$ cat src/sv/gsi_pkg.sv
// shared types and constants for the gini sparsity index unit
// no dependencies
package gsi_pkg;
  localparam int unsigned FRAC_BITS = 16;
  localparam int unsigned LEN_OUT_BITS = 10;

  // controller to datapath commands
  typedef struct packed {
    logic load;       // store one input beat
    logic clr_blk;    // clear block counters
    logic srt_init;   // start insertion sort
    logic srt_rd;     // issue read of j-1
    logic srt_cmp;    // compare / shift step
    logic srt_place;  // write v at j
    logic srt_next;   // start inner pass at j = i, read store[i]
    logic acc_init;
    logic acc_rd;
    logic acc_step;
    logic div_init;
    logic div_step;
    logic res_load;
  } gsi_cmd_t;

  // datapath to controller status
  typedef struct packed {
    logic srt_done;
    logic shift_go;   // j>0 and store[j-1] > v
    logic acc_last;
    logic div_done;
    logic zero_blk;
  } gsi_sts_t;
endpackage

$ cat src/sv/gsi_ctrl.sv
// controller for the gini sparsity index unit
// depends on gsi_pkg
module gsi_ctrl
  import gsi_pkg::*;
(
  input  logic     clk,
  input  logic     rst_n,
  input  logic     in_valid,
  output logic     in_ready,
  input  logic     in_last,
  output logic     out_valid,
  input  logic     out_ready,
  input  gsi_sts_t sts,
  output gsi_cmd_t cmd
);
  localparam logic [3:0] S_LOAD  = 4'd0;
  localparam logic [3:0] S_SINIT = 4'd1;
  localparam logic [3:0] S_SRD   = 4'd2;
  localparam logic [3:0] S_SCMP  = 4'd3;
  localparam logic [3:0] S_SNEXT = 4'd4;
  localparam logic [3:0] S_ARD   = 4'd5;
  localparam logic [3:0] S_AST   = 4'd6;
  localparam logic [3:0] S_DIV   = 4'd7;
  localparam logic [3:0] S_RES   = 4'd8;
  localparam logic [3:0] S_SWAIT = 4'd9;
  localparam logic [3:0] S_AWAIT = 4'd10;

  logic [3:0] state_r, state_nxt;
  logic       ovalid_r, ovalid_nxt;

  assign out_valid = ovalid_r;
  assign in_ready  = (state_r == S_LOAD);

  always_comb begin
    state_nxt  = state_r;
    ovalid_nxt = ovalid_r && !out_ready;
    cmd        = '0;
    unique case (state_r)
      S_LOAD: begin
        if (in_valid) begin
          cmd.load = 1'b1;
          if (in_last) state_nxt = S_SINIT;
        end
      end
      S_SINIT: begin
        cmd.srt_init = 1'b1;
        state_nxt = S_SNEXT;
      end
      S_SNEXT: begin
        // sts.srt_done looks at outer index
        if (sts.zero_blk) state_nxt = S_RES;
        else if (sts.srt_done) begin
          cmd.acc_init = 1'b1;
          state_nxt = S_ARD;
        end else begin
          cmd.srt_next = 1'b1;
          state_nxt = S_SRD;
        end
      end
      S_SRD: begin
        cmd.srt_rd = 1'b1;
        state_nxt = S_SWAIT;
      end
      S_SWAIT: state_nxt = S_SCMP;
      S_SCMP: begin
        if (sts.shift_go) begin
          cmd.srt_cmp = 1'b1;
          state_nxt = S_SRD;
        end else begin
          cmd.srt_place = 1'b1;
          state_nxt = S_SNEXT;
        end
      end
      S_ARD: begin
        cmd.acc_rd = 1'b1;
        state_nxt = S_AWAIT;
      end
      S_AWAIT: state_nxt = S_AST;
      S_AST: begin
        cmd.acc_step = 1'b1;
        if (sts.acc_last) begin
          cmd.div_init = 1'b1;
          state_nxt = S_DIV;
        end else state_nxt = S_ARD;
      end
      S_DIV: begin
        cmd.div_step = 1'b1;
        if (sts.div_done) state_nxt = S_RES;
      end
      S_RES: begin
        if (!ovalid_r || out_ready) begin
          cmd.res_load = 1'b1;
          cmd.clr_blk  = 1'b1;
          ovalid_nxt   = 1'b1;
          state_nxt    = S_LOAD;
        end
      end
      default: state_nxt = S_LOAD;
    endcase
  end

  always_ff @(posedge clk) begin
    if (!rst_n) begin
      state_r  <= S_LOAD;
      ovalid_r <= 1'b0;
    end else begin
      state_r  <= state_nxt;
      ovalid_r <= ovalid_nxt;
    end
  end
endmodule

$ cat config.mk
export PLATFORM = sky130hd
export DESIGN_NAME = gsi_ctrl
export DESIGN_NICKNAME = d
export VERILOG_FILES = /design/src/sv/gsi_pkg.sv /design/src/sv/gsi_ctrl.sv
export SDC_FILE = /design/constraint.sdc
export NUM_CORES = 1
export LEC_CHECK = 0
export ABC_CLOCK_PERIOD_IN_PS = 1200
export BUFFER_PORTS_ARGS = -buffer_cell sky130_fd_sc_hd__buf_2
export CORE_AREA = 2 2 41 43
export DETAILED_ROUTE_END_ITERATION = 8
export DIE_AREA = 0 0 43 45
export GPL_ROUTABILITY_DRIVEN = 0
export PLACE_DENSITY = 0.61
export SLEW_MARGIN = 25
export SYNTH_ARGS = -nofsm -noshare
export SYNTH_HDL_FRONTEND = slang
export SYNTH_SLANG_ARGS = --single-unit
$ cat constraint.sdc
create_clock -name clk -period 1.2 [get_ports clk]
set_input_delay 0.3 -clock clk [delete_from_list [all_inputs] [get_ports clk]]
set_output_delay 0.3 -clock clk [all_outputs]
set_load 0.02 [all_outputs]
==> results of run 1 <==
[critical path, delay by kind of cell, from the launching register on]
family / cells / cell delay (ns)
DFF: 1 / 0.38
buffers and inverters: 2 / 0.24
and+or+nand+nor: 2 / 0.37
[sequential cells by signal (all words and copies together), names as in the netlist]
register / count
out_valid: 1
state_r: 4
[layout by cell type, fill, tap and decap left out, types with 2 or more instances in the layout]
cell type	instances
inv_1	2
o211ai_1	3
nor4_4	2
clkbuf_4	3
a21oi_1	6
o21ai_0	4
buf_4	26
inv_4	2
and2_4	2
buf_2	10
nor2_4	2
dfxtp_4	4
nand3_1	3
nor3_4	4
nor3_2	3
nor2_1	4
buf_6	17
nand2_4	4
o31a_1	2
nor2b_1	2
[cells by family (layout without fill, tap and decap cells)]
| group | Yosys count | after routing | share of synthesized area [%] |
|---|---|---|---|
| buffers and inverters | 10 | 62 | 14.50 |
| AND/OR/NAND/NOR | 33 | 33 | 34.50 |
| flip-flops | 5 | 5 | 20.00 |
| AO/OA/AOI/OAI | 21 | 21 | 31.00 |
[per-layer routing]
| metal | global-route usage (%) | share of wire [%] | routed length, µm |
|---|---|---|---|
| met5 | 0 | 0 | 0 |
| met4 | 10.91 | 3.3 | 68 |
| met3 | 5.200 | 4.9 | 101 |
| met2 | 31.82 | 50 | 1021 |
| met1 | 25.43 | 42 | 856 |
[path summary, 6_finish.rpt]
kind              start         end  slack, ns  cells past startpoint
max          state_r[3]      cmd[2]      -0.34                      4
min               rst_n   out_valid       0.37                      2
max reg2reg  state_r[2]  state_r[1]      -0.17                      6
min reg2reg  state_r[3]  state_r[0]       0.77                      3
[layout make-up]
| class | count | area share, % |
|---|---|---|
| well taps | 16 | 1.780 |
| multi-input cells | 54 | 44.72 |
| clock buffers | 4 | 2.336 |
| inverters | 5 | 2.113 |
| repair buffers | 53 | 38.82 |
| flip-flops and latches | 5 | 10.23 |
[report_power, final]
group | internal [mW] | switching (mW)
Combinational | 0.349 | 0.361
Clock | 0.126 | 0.0746
Sequential | 0.192 | 0.0598
Total | 0.667 | 0.495
[repair_timing]
action,in CTS,in global routing
buffers inserted,2,4
pin swaps,8,11
gates resized for setup,34,20
setup endpoints to repair,18,18
==> key figures, run 1 <==
Status
  – Outcome: complete, but fails checks
  – Failing checks: negative setup slack

Logic synthesis
  – Sequential area share after synthesis: 20.00%
  – Post-Syn Area per Cell: just over 7 µm²
  – Post-synth top cells: nor3_1, a21oi_1, nor2_1
  – Post-synth ARST share: 0%
  – Yosys reg bits: 5
  – Synth top area share: about a fifth
  – Syn_nets: a little under 80
  – Cell variety after synth: 26
  – Synth area leaders: dfxtp_1, nor3_1, a21oi_1, a2111oi_4, clkbuf_8
  – Yosys warns: 0
  – Top FF cell, synth: dfxtp_1
  – Top-count cell post-synth: nor3_1
  – Post-synth top area cell: dfxtp_1
  – EDFF count, synth: 0
  – Cells after Synth: slightly below 70
  – Mapped cell area: 500.5 µm²

Timing
  – Final setup viols: 18
  – Tcrit/Tclk final: 128.1%
  – Final Slew Violations: 0
  – Slew @ Worst Pin: between 0.2 and 0.3 ns
  – Final worst path period need: 1.537 ns
  – Fmax: ~650 MHz
  – Slew HR: between 80% and 90%
  – Unrepaired setup endpoints after global routing: true
  – Worst Skew: between 0.003 and 0.004 ns
  – Worst hold slack: between 0.3 and 0.4 ns
  – TNS Setup: -4.154 ns
  – Fin. Hold Viols: 0
  – Worst Setup Slack, final: -0.3375 ns

Clock tree
  – # clock sinks: 5
  – Cts hold-fix bufs: 0
  – Clk root buf: clkbuf_4
  – Clock slew at the register clock pins of the worst setup and hold paths: around 0.040 ns
  – Clk_lat worst skew: 0.25 ns
  – CTS tree: built
  – H-tree levels: 1
  – CTS max path bufs: 2
  – CTS Buf Count: 3

GRT
  – Pin count of the biggest net entering global routing: 9
  – Congestion Overflow GR: 0
  – First-pass GRT wire length: between 2 and 3 mm
  – Number of global-route vias before repair: approximately 640
  – Initial antenna violation count: 0
  – Total GRT Usage: roughly 20%

Worst setup path
  – Crit path largest cell delay: 0.38 ns
  – Crit path top cell by count: buf_6
  – Required time worst endpoint: 0.90 ns
  – CP max FO: 7
  – Worst EP arrival: roughly 1.2 ns
  – Crit path max-delay cell type: dfxtp_4
  – Kind of start point of the critical path: flop
  – CP cell instances: buf_6, nor3_4, and2_4, buf_6
  – Crit. End Element: primary output
  – WS Path Type: flop to primary output

Cells and area
  – Sequential standard cell area: roughly 120 µm²
  – Core Util, Final: ~76%
  – Cell Count, Final, Fillers Out: ~140
  – Cell area after layout: around 1100 µm²
  – Post-layout nets: about 130
  – Syn-to-layout area delta: 124.8%
  – Footprint of the multi-input gates: ~500 µm²
  – Layout cell share with drive strength beyond 1: between 70% and 80%
  – # fillers: 105
  – Antenna Cells: 0

Routing
  – WL/cell: 14.95 µm
  – DRT iter0 DRCs: 19
  – Final wirelength: 2.048 mm
  – Via count: 737
  – Via density: ~5.4
  – Detailed Routing Iterations Pass 1: 5
  – Drt drc: 0
  – Remaining antenna violation count: 0

Floorplan
  – Die area: slightly below 2000 µm²
  – Core Area: ~1500 µm²
  – Number of top-level pins: 25
  – Die X: between 40 and 50 µm
  – Die height: between 40 and 50 µm
  – Starting density of the core: between 30% and 40%
  – FP Rows: 14

Pwr
  – Lkg Pwr: approximately 0.48 nW
  – Pwr Density: 1034 nW/µm²
  – Total power: between 1 and 1.5 mW
  – Worst vdd ir: 0.8420 mV

Placement
  – HPWL Detailed: 1.315 mm
  – # placed instances: ~130
  – Pre-CTS setup slack: -0.1337 ns
  – Buffers added on ports: 24
  – Dpl cell area: roughly 880 µm²

Job
  – Max-capacitance violation count: 0

Hold path
  – Tightest Hold Check Type: input pin to flop
(Power assumes the default switching activity.)
==> inputs of run 2 (changes only) <==
--- a/config.mk
+++ b/config.mk
@@ -11,6 +11,7 @@
 export DETAILED_ROUTE_END_ITERATION = 8
 export DIE_AREA = 0 0 43 45
 export GPL_ROUTABILITY_DRIVEN = 0
+export GPL_TIMING_DRIVEN = 0
 export PLACE_DENSITY = 0.61
 export SLEW_MARGIN = 25
 export SYNTH_ARGS = -nofsm -noshare
==> run 2 against run 1 <==
The run still ends with negative setup slack left. Register-to-register slack better by 0.07 ns. Non-clock buffer count down 4. Die area unchanged. First-iteration DRC count up 32%. Power up 8.0%.
==> key figures, run 2 (synthesis gave the netlist of run 1 again) <==
Clock tree
  – CTS max path bufs: 2 (unchanged)
  – CTS Buf Count: 3 (unchanged)
  – H-tree levels: 1 (unchanged)
  – # clock sinks: 5 (unchanged)
  – Clock slew at the register clock pins of the worst setup and hold paths: 0.05 ns (was 0.04 ns)
  – CTS tree: built (unchanged)
  – Clk root buf: clkbuf_4 (unchanged)
  – Clk_lat worst skew: 0.26 ns (was 0.25 ns)

Status
  – Failing checks: negative setup slack (unchanged)
  – Outcome: complete, but fails checks (unchanged)

Worst setup path
  – Crit path max-delay cell type: dfxtp_4 (unchanged)
  – Worst r2r path cells: 6 (unchanged)
  – Required time worst endpoint: 0.90 ns (about the same)
  – Worst R2R End: state_r[1] (unchanged)
  – CP cell instances: clkbuf_16, nor4_4, and2_4, buf_6 (was buf_6, nor3_4, and2_4, buf_6)
  – Setup slack, reg-to-reg: -0.10 ns (was -0.17 ns)
  – Crit path largest cell delay: 0.36 ns (was 0.38 ns)
  – Buf+Inv Stages, Crit Path: 2 (unchanged)
  – Crit. End Element: primary output (unchanged)
  – WS Path Type: flop to primary output (unchanged)
  – FF-to-FF Start: state_r[2] (unchanged)
  – Critical path's top delay family: simple AND/OR/NAND/NOR gates (was flip-flops)
  – CP max FO: 5 (was 7)
  – Kind of start point of the critical path: flop (unchanged)
  – Worst EP arrival: 1.34 ns (was 1.24 ns)

Routing
  – Drt drc: 0 (unchanged)
  – Final wirelength: 2.183 mm (was 2.048 mm)
  – Via count: 725 (was 737)
  – Via density: 5.451 (was 5.380)
  – WL/cell: 16.41 µm (was 14.95 µm)
  – Detailed Routing Iterations Pass 1: 4 (was 5)
  – Remaining antenna violation count: 0 (unchanged)
  – DRT iter0 DRCs: 25 (was 19)

Hold path
  – Hold EP: state_r[2] (was out_valid)
  – Tightest Hold Check Type: input pin to flop (unchanged)
  – Hold depth: 2 (unchanged)
  – HP Start: rst_n (unchanged)

Job
  – Max-capacitance violation count: 0 (unchanged)

GRT
  – Number of global-route vias before repair: 634 (was 636)
  – Total GRT Usage: 19.78% (was 20.19%)
  – Initial antenna violation count: 0 (unchanged)
  – Pin count of the biggest net entering global routing: 9 (unchanged)
  – Congestion Overflow GR: 0 (unchanged)
  – First-pass GRT wire length: 2.911 mm (was 2.863 mm)

Floorplan
  – Core Area: 1471 µm² (unchanged)
  – Number of top-level pins: 25 (unchanged)
  – Die X: 43 µm (unchanged)
  – Die height: 45 µm (unchanged)
  – Die area: 1935 µm² (unchanged)
  – Starting density of the core: 34.01% (unchanged)
  – FP Rows: 14 (unchanged)

Pwr
  – Reg power frac: 18.4% (was 21.7%)
  – Combinational share of power: 63.5% (was 61.1%)
  – Pwr Density: 1058 nW/µm² (was 1034 nW/µm²)
  – Psw: 0.5519 mW (was 0.4951 mW)
  – Lkg Pwr: 0.4977 nW (was 0.4815 nW)
  – Total power: 1.255 mW (was 1.163 mW)
  – Clock power frac: 18.1% (was 17.3%)
  – Int Power: 0.7033 mW (was 0.6674 mW)
  – Sw Ratio: 43.97% (was 42.59%)
  – Worst vdd ir: 0.8295 mV (was 0.8420 mV)

Cells and area
  – Number of flip-flops in the largest register: 4 (unchanged)
  – Most common cell after layout, fill and taps aside: buf_4 (unchanged)
  – Post-layout nets: 128 (was 132)
  – Core Util, Final: 80.61% (was 76.45%)
  – Cell Count, Final, Fillers Out: 133 (was 137)
  – Footprint of the multi-input gates: 538.0 µm² (was 503.0 µm²)
  – Most frequent cells in the layout: buf_4, buf_6, buf_2 (unchanged)
  – Biggest register: state_r (unchanged)
  – Syn-to-layout area delta: 137.0% (was 124.8%)
  – Sequential standard cell area: 115.1 µm² (unchanged)
  – Antenna Cells: 0 (unchanged)
  – Layout cell share with drive strength beyond 1: 72.65% (was 71.90%)
  – # fillers: 87 (was 105)

Timing
  – Fmax: 609.8 MHz (was 650.4 MHz)
  – Tcrit/Tclk final: 136.7% (was 128.1%)
  – Final setup viols: 18 (unchanged)
  – Unrepaired setup endpoints after global routing: true (unchanged)
  – Slew HR: 77.65% (was 82.60%)
  – Fin. Hold Viols: 0 (unchanged)
  – Worst Setup Slack, final: -0.4400 ns (was -0.3375 ns)
  – Final Slew Violations: 0 (unchanged)
  – Worst hold slack: 0.3372 ns (was 0.3694 ns)
  – Slew @ Worst Pin: 0.3345 ns (was 0.2605 ns)
  – Final worst path period need: 1.640 ns (was 1.537 ns)
  – Worst Skew: 0.0003935 ns (was 0.003678 ns)

Placement
  – HPWL Detailed: 1.145 mm (was 1.315 mm)
  – Buffers added on ports: 24 (unchanged)
  – Pre-CTS setup slack: -0.2858 ns (was -0.1337 ns)
  – # placed instances: 109 (was 128)
-- run 2: cell count changes in the layout (fill, tap and decap cells not counted), sizes merged --
cell / before / now
buf: 53 / 47
clkbuf: 4 / 6
clkinvlp: 0 / 2
inv: 5 / 3
-- run 2: repair_timing --
item,in CTS,in global routing
resized for setup,38,27
hold buffers,0,0
buffers inserted,8,13
setup endpoints to repair,16,18
gates cloned,1,0
pin swaps,4,19
-- run 2: per-stage QoR --
stage	TNS, ns	area, µm²
global placement	-1.397	754.5
global route	-6.041	1186
floorplan	-0.9574	614.3
finish	-5.351	1186
detailed placement	-1.546	754.5
CTS	-4.827	999.7
-- run 2: how the worst max path moves through the flow --
stage,from,to,slack (ns),depth (start not counted)
floorplan,state_r[3],cmd[11],-0.25,4
global placement,state_r[1],cmd[6],-0.28,4
detailed placement,state_r[1],cmd[6],-0.29,4
CTS,state_r[0],cmd[12],-0.43,4
global route,state_r[1],cmd[12],-0.48,4
finish,state_r[1],cmd[12],-0.44,4
-- run 2: metal layers --
layer  track usage, %  share of wire, %  vias to the layer above
li1                 -                 -                      346
met1            26.96                44                      351
met2            33.33                51                       26
met3            2.400               4.9                        2
met4            5.455              0.92                        0
met5                0                 0                        -
-- run 2: layout make-up --
type | count | share of cell area [%]
multi-input cells | 54 | 45.36
well taps | 16 | 1.688
inverters | 5 | 2.637
plain buffers | 5 | 7.806
clock buffers | 4 | 2.215
repair buffers | 44 | 30.59
flip-flops and latches | 5 | 9.705
-- run 2: power groups by stage --
stage | combinational, mW | sequential, mW | clock (mW)
floorplan | 0.375 | 0.217 | 0
global placement | 0.484 | 0.220 | 0
detailed placement | 0.487 | 0.221 | 0
CTS | 0.639 | 0.225 | 0.212
global route | 0.847 | 0.232 | 0.225
finish | 0.797 | 0.231 | 0.227
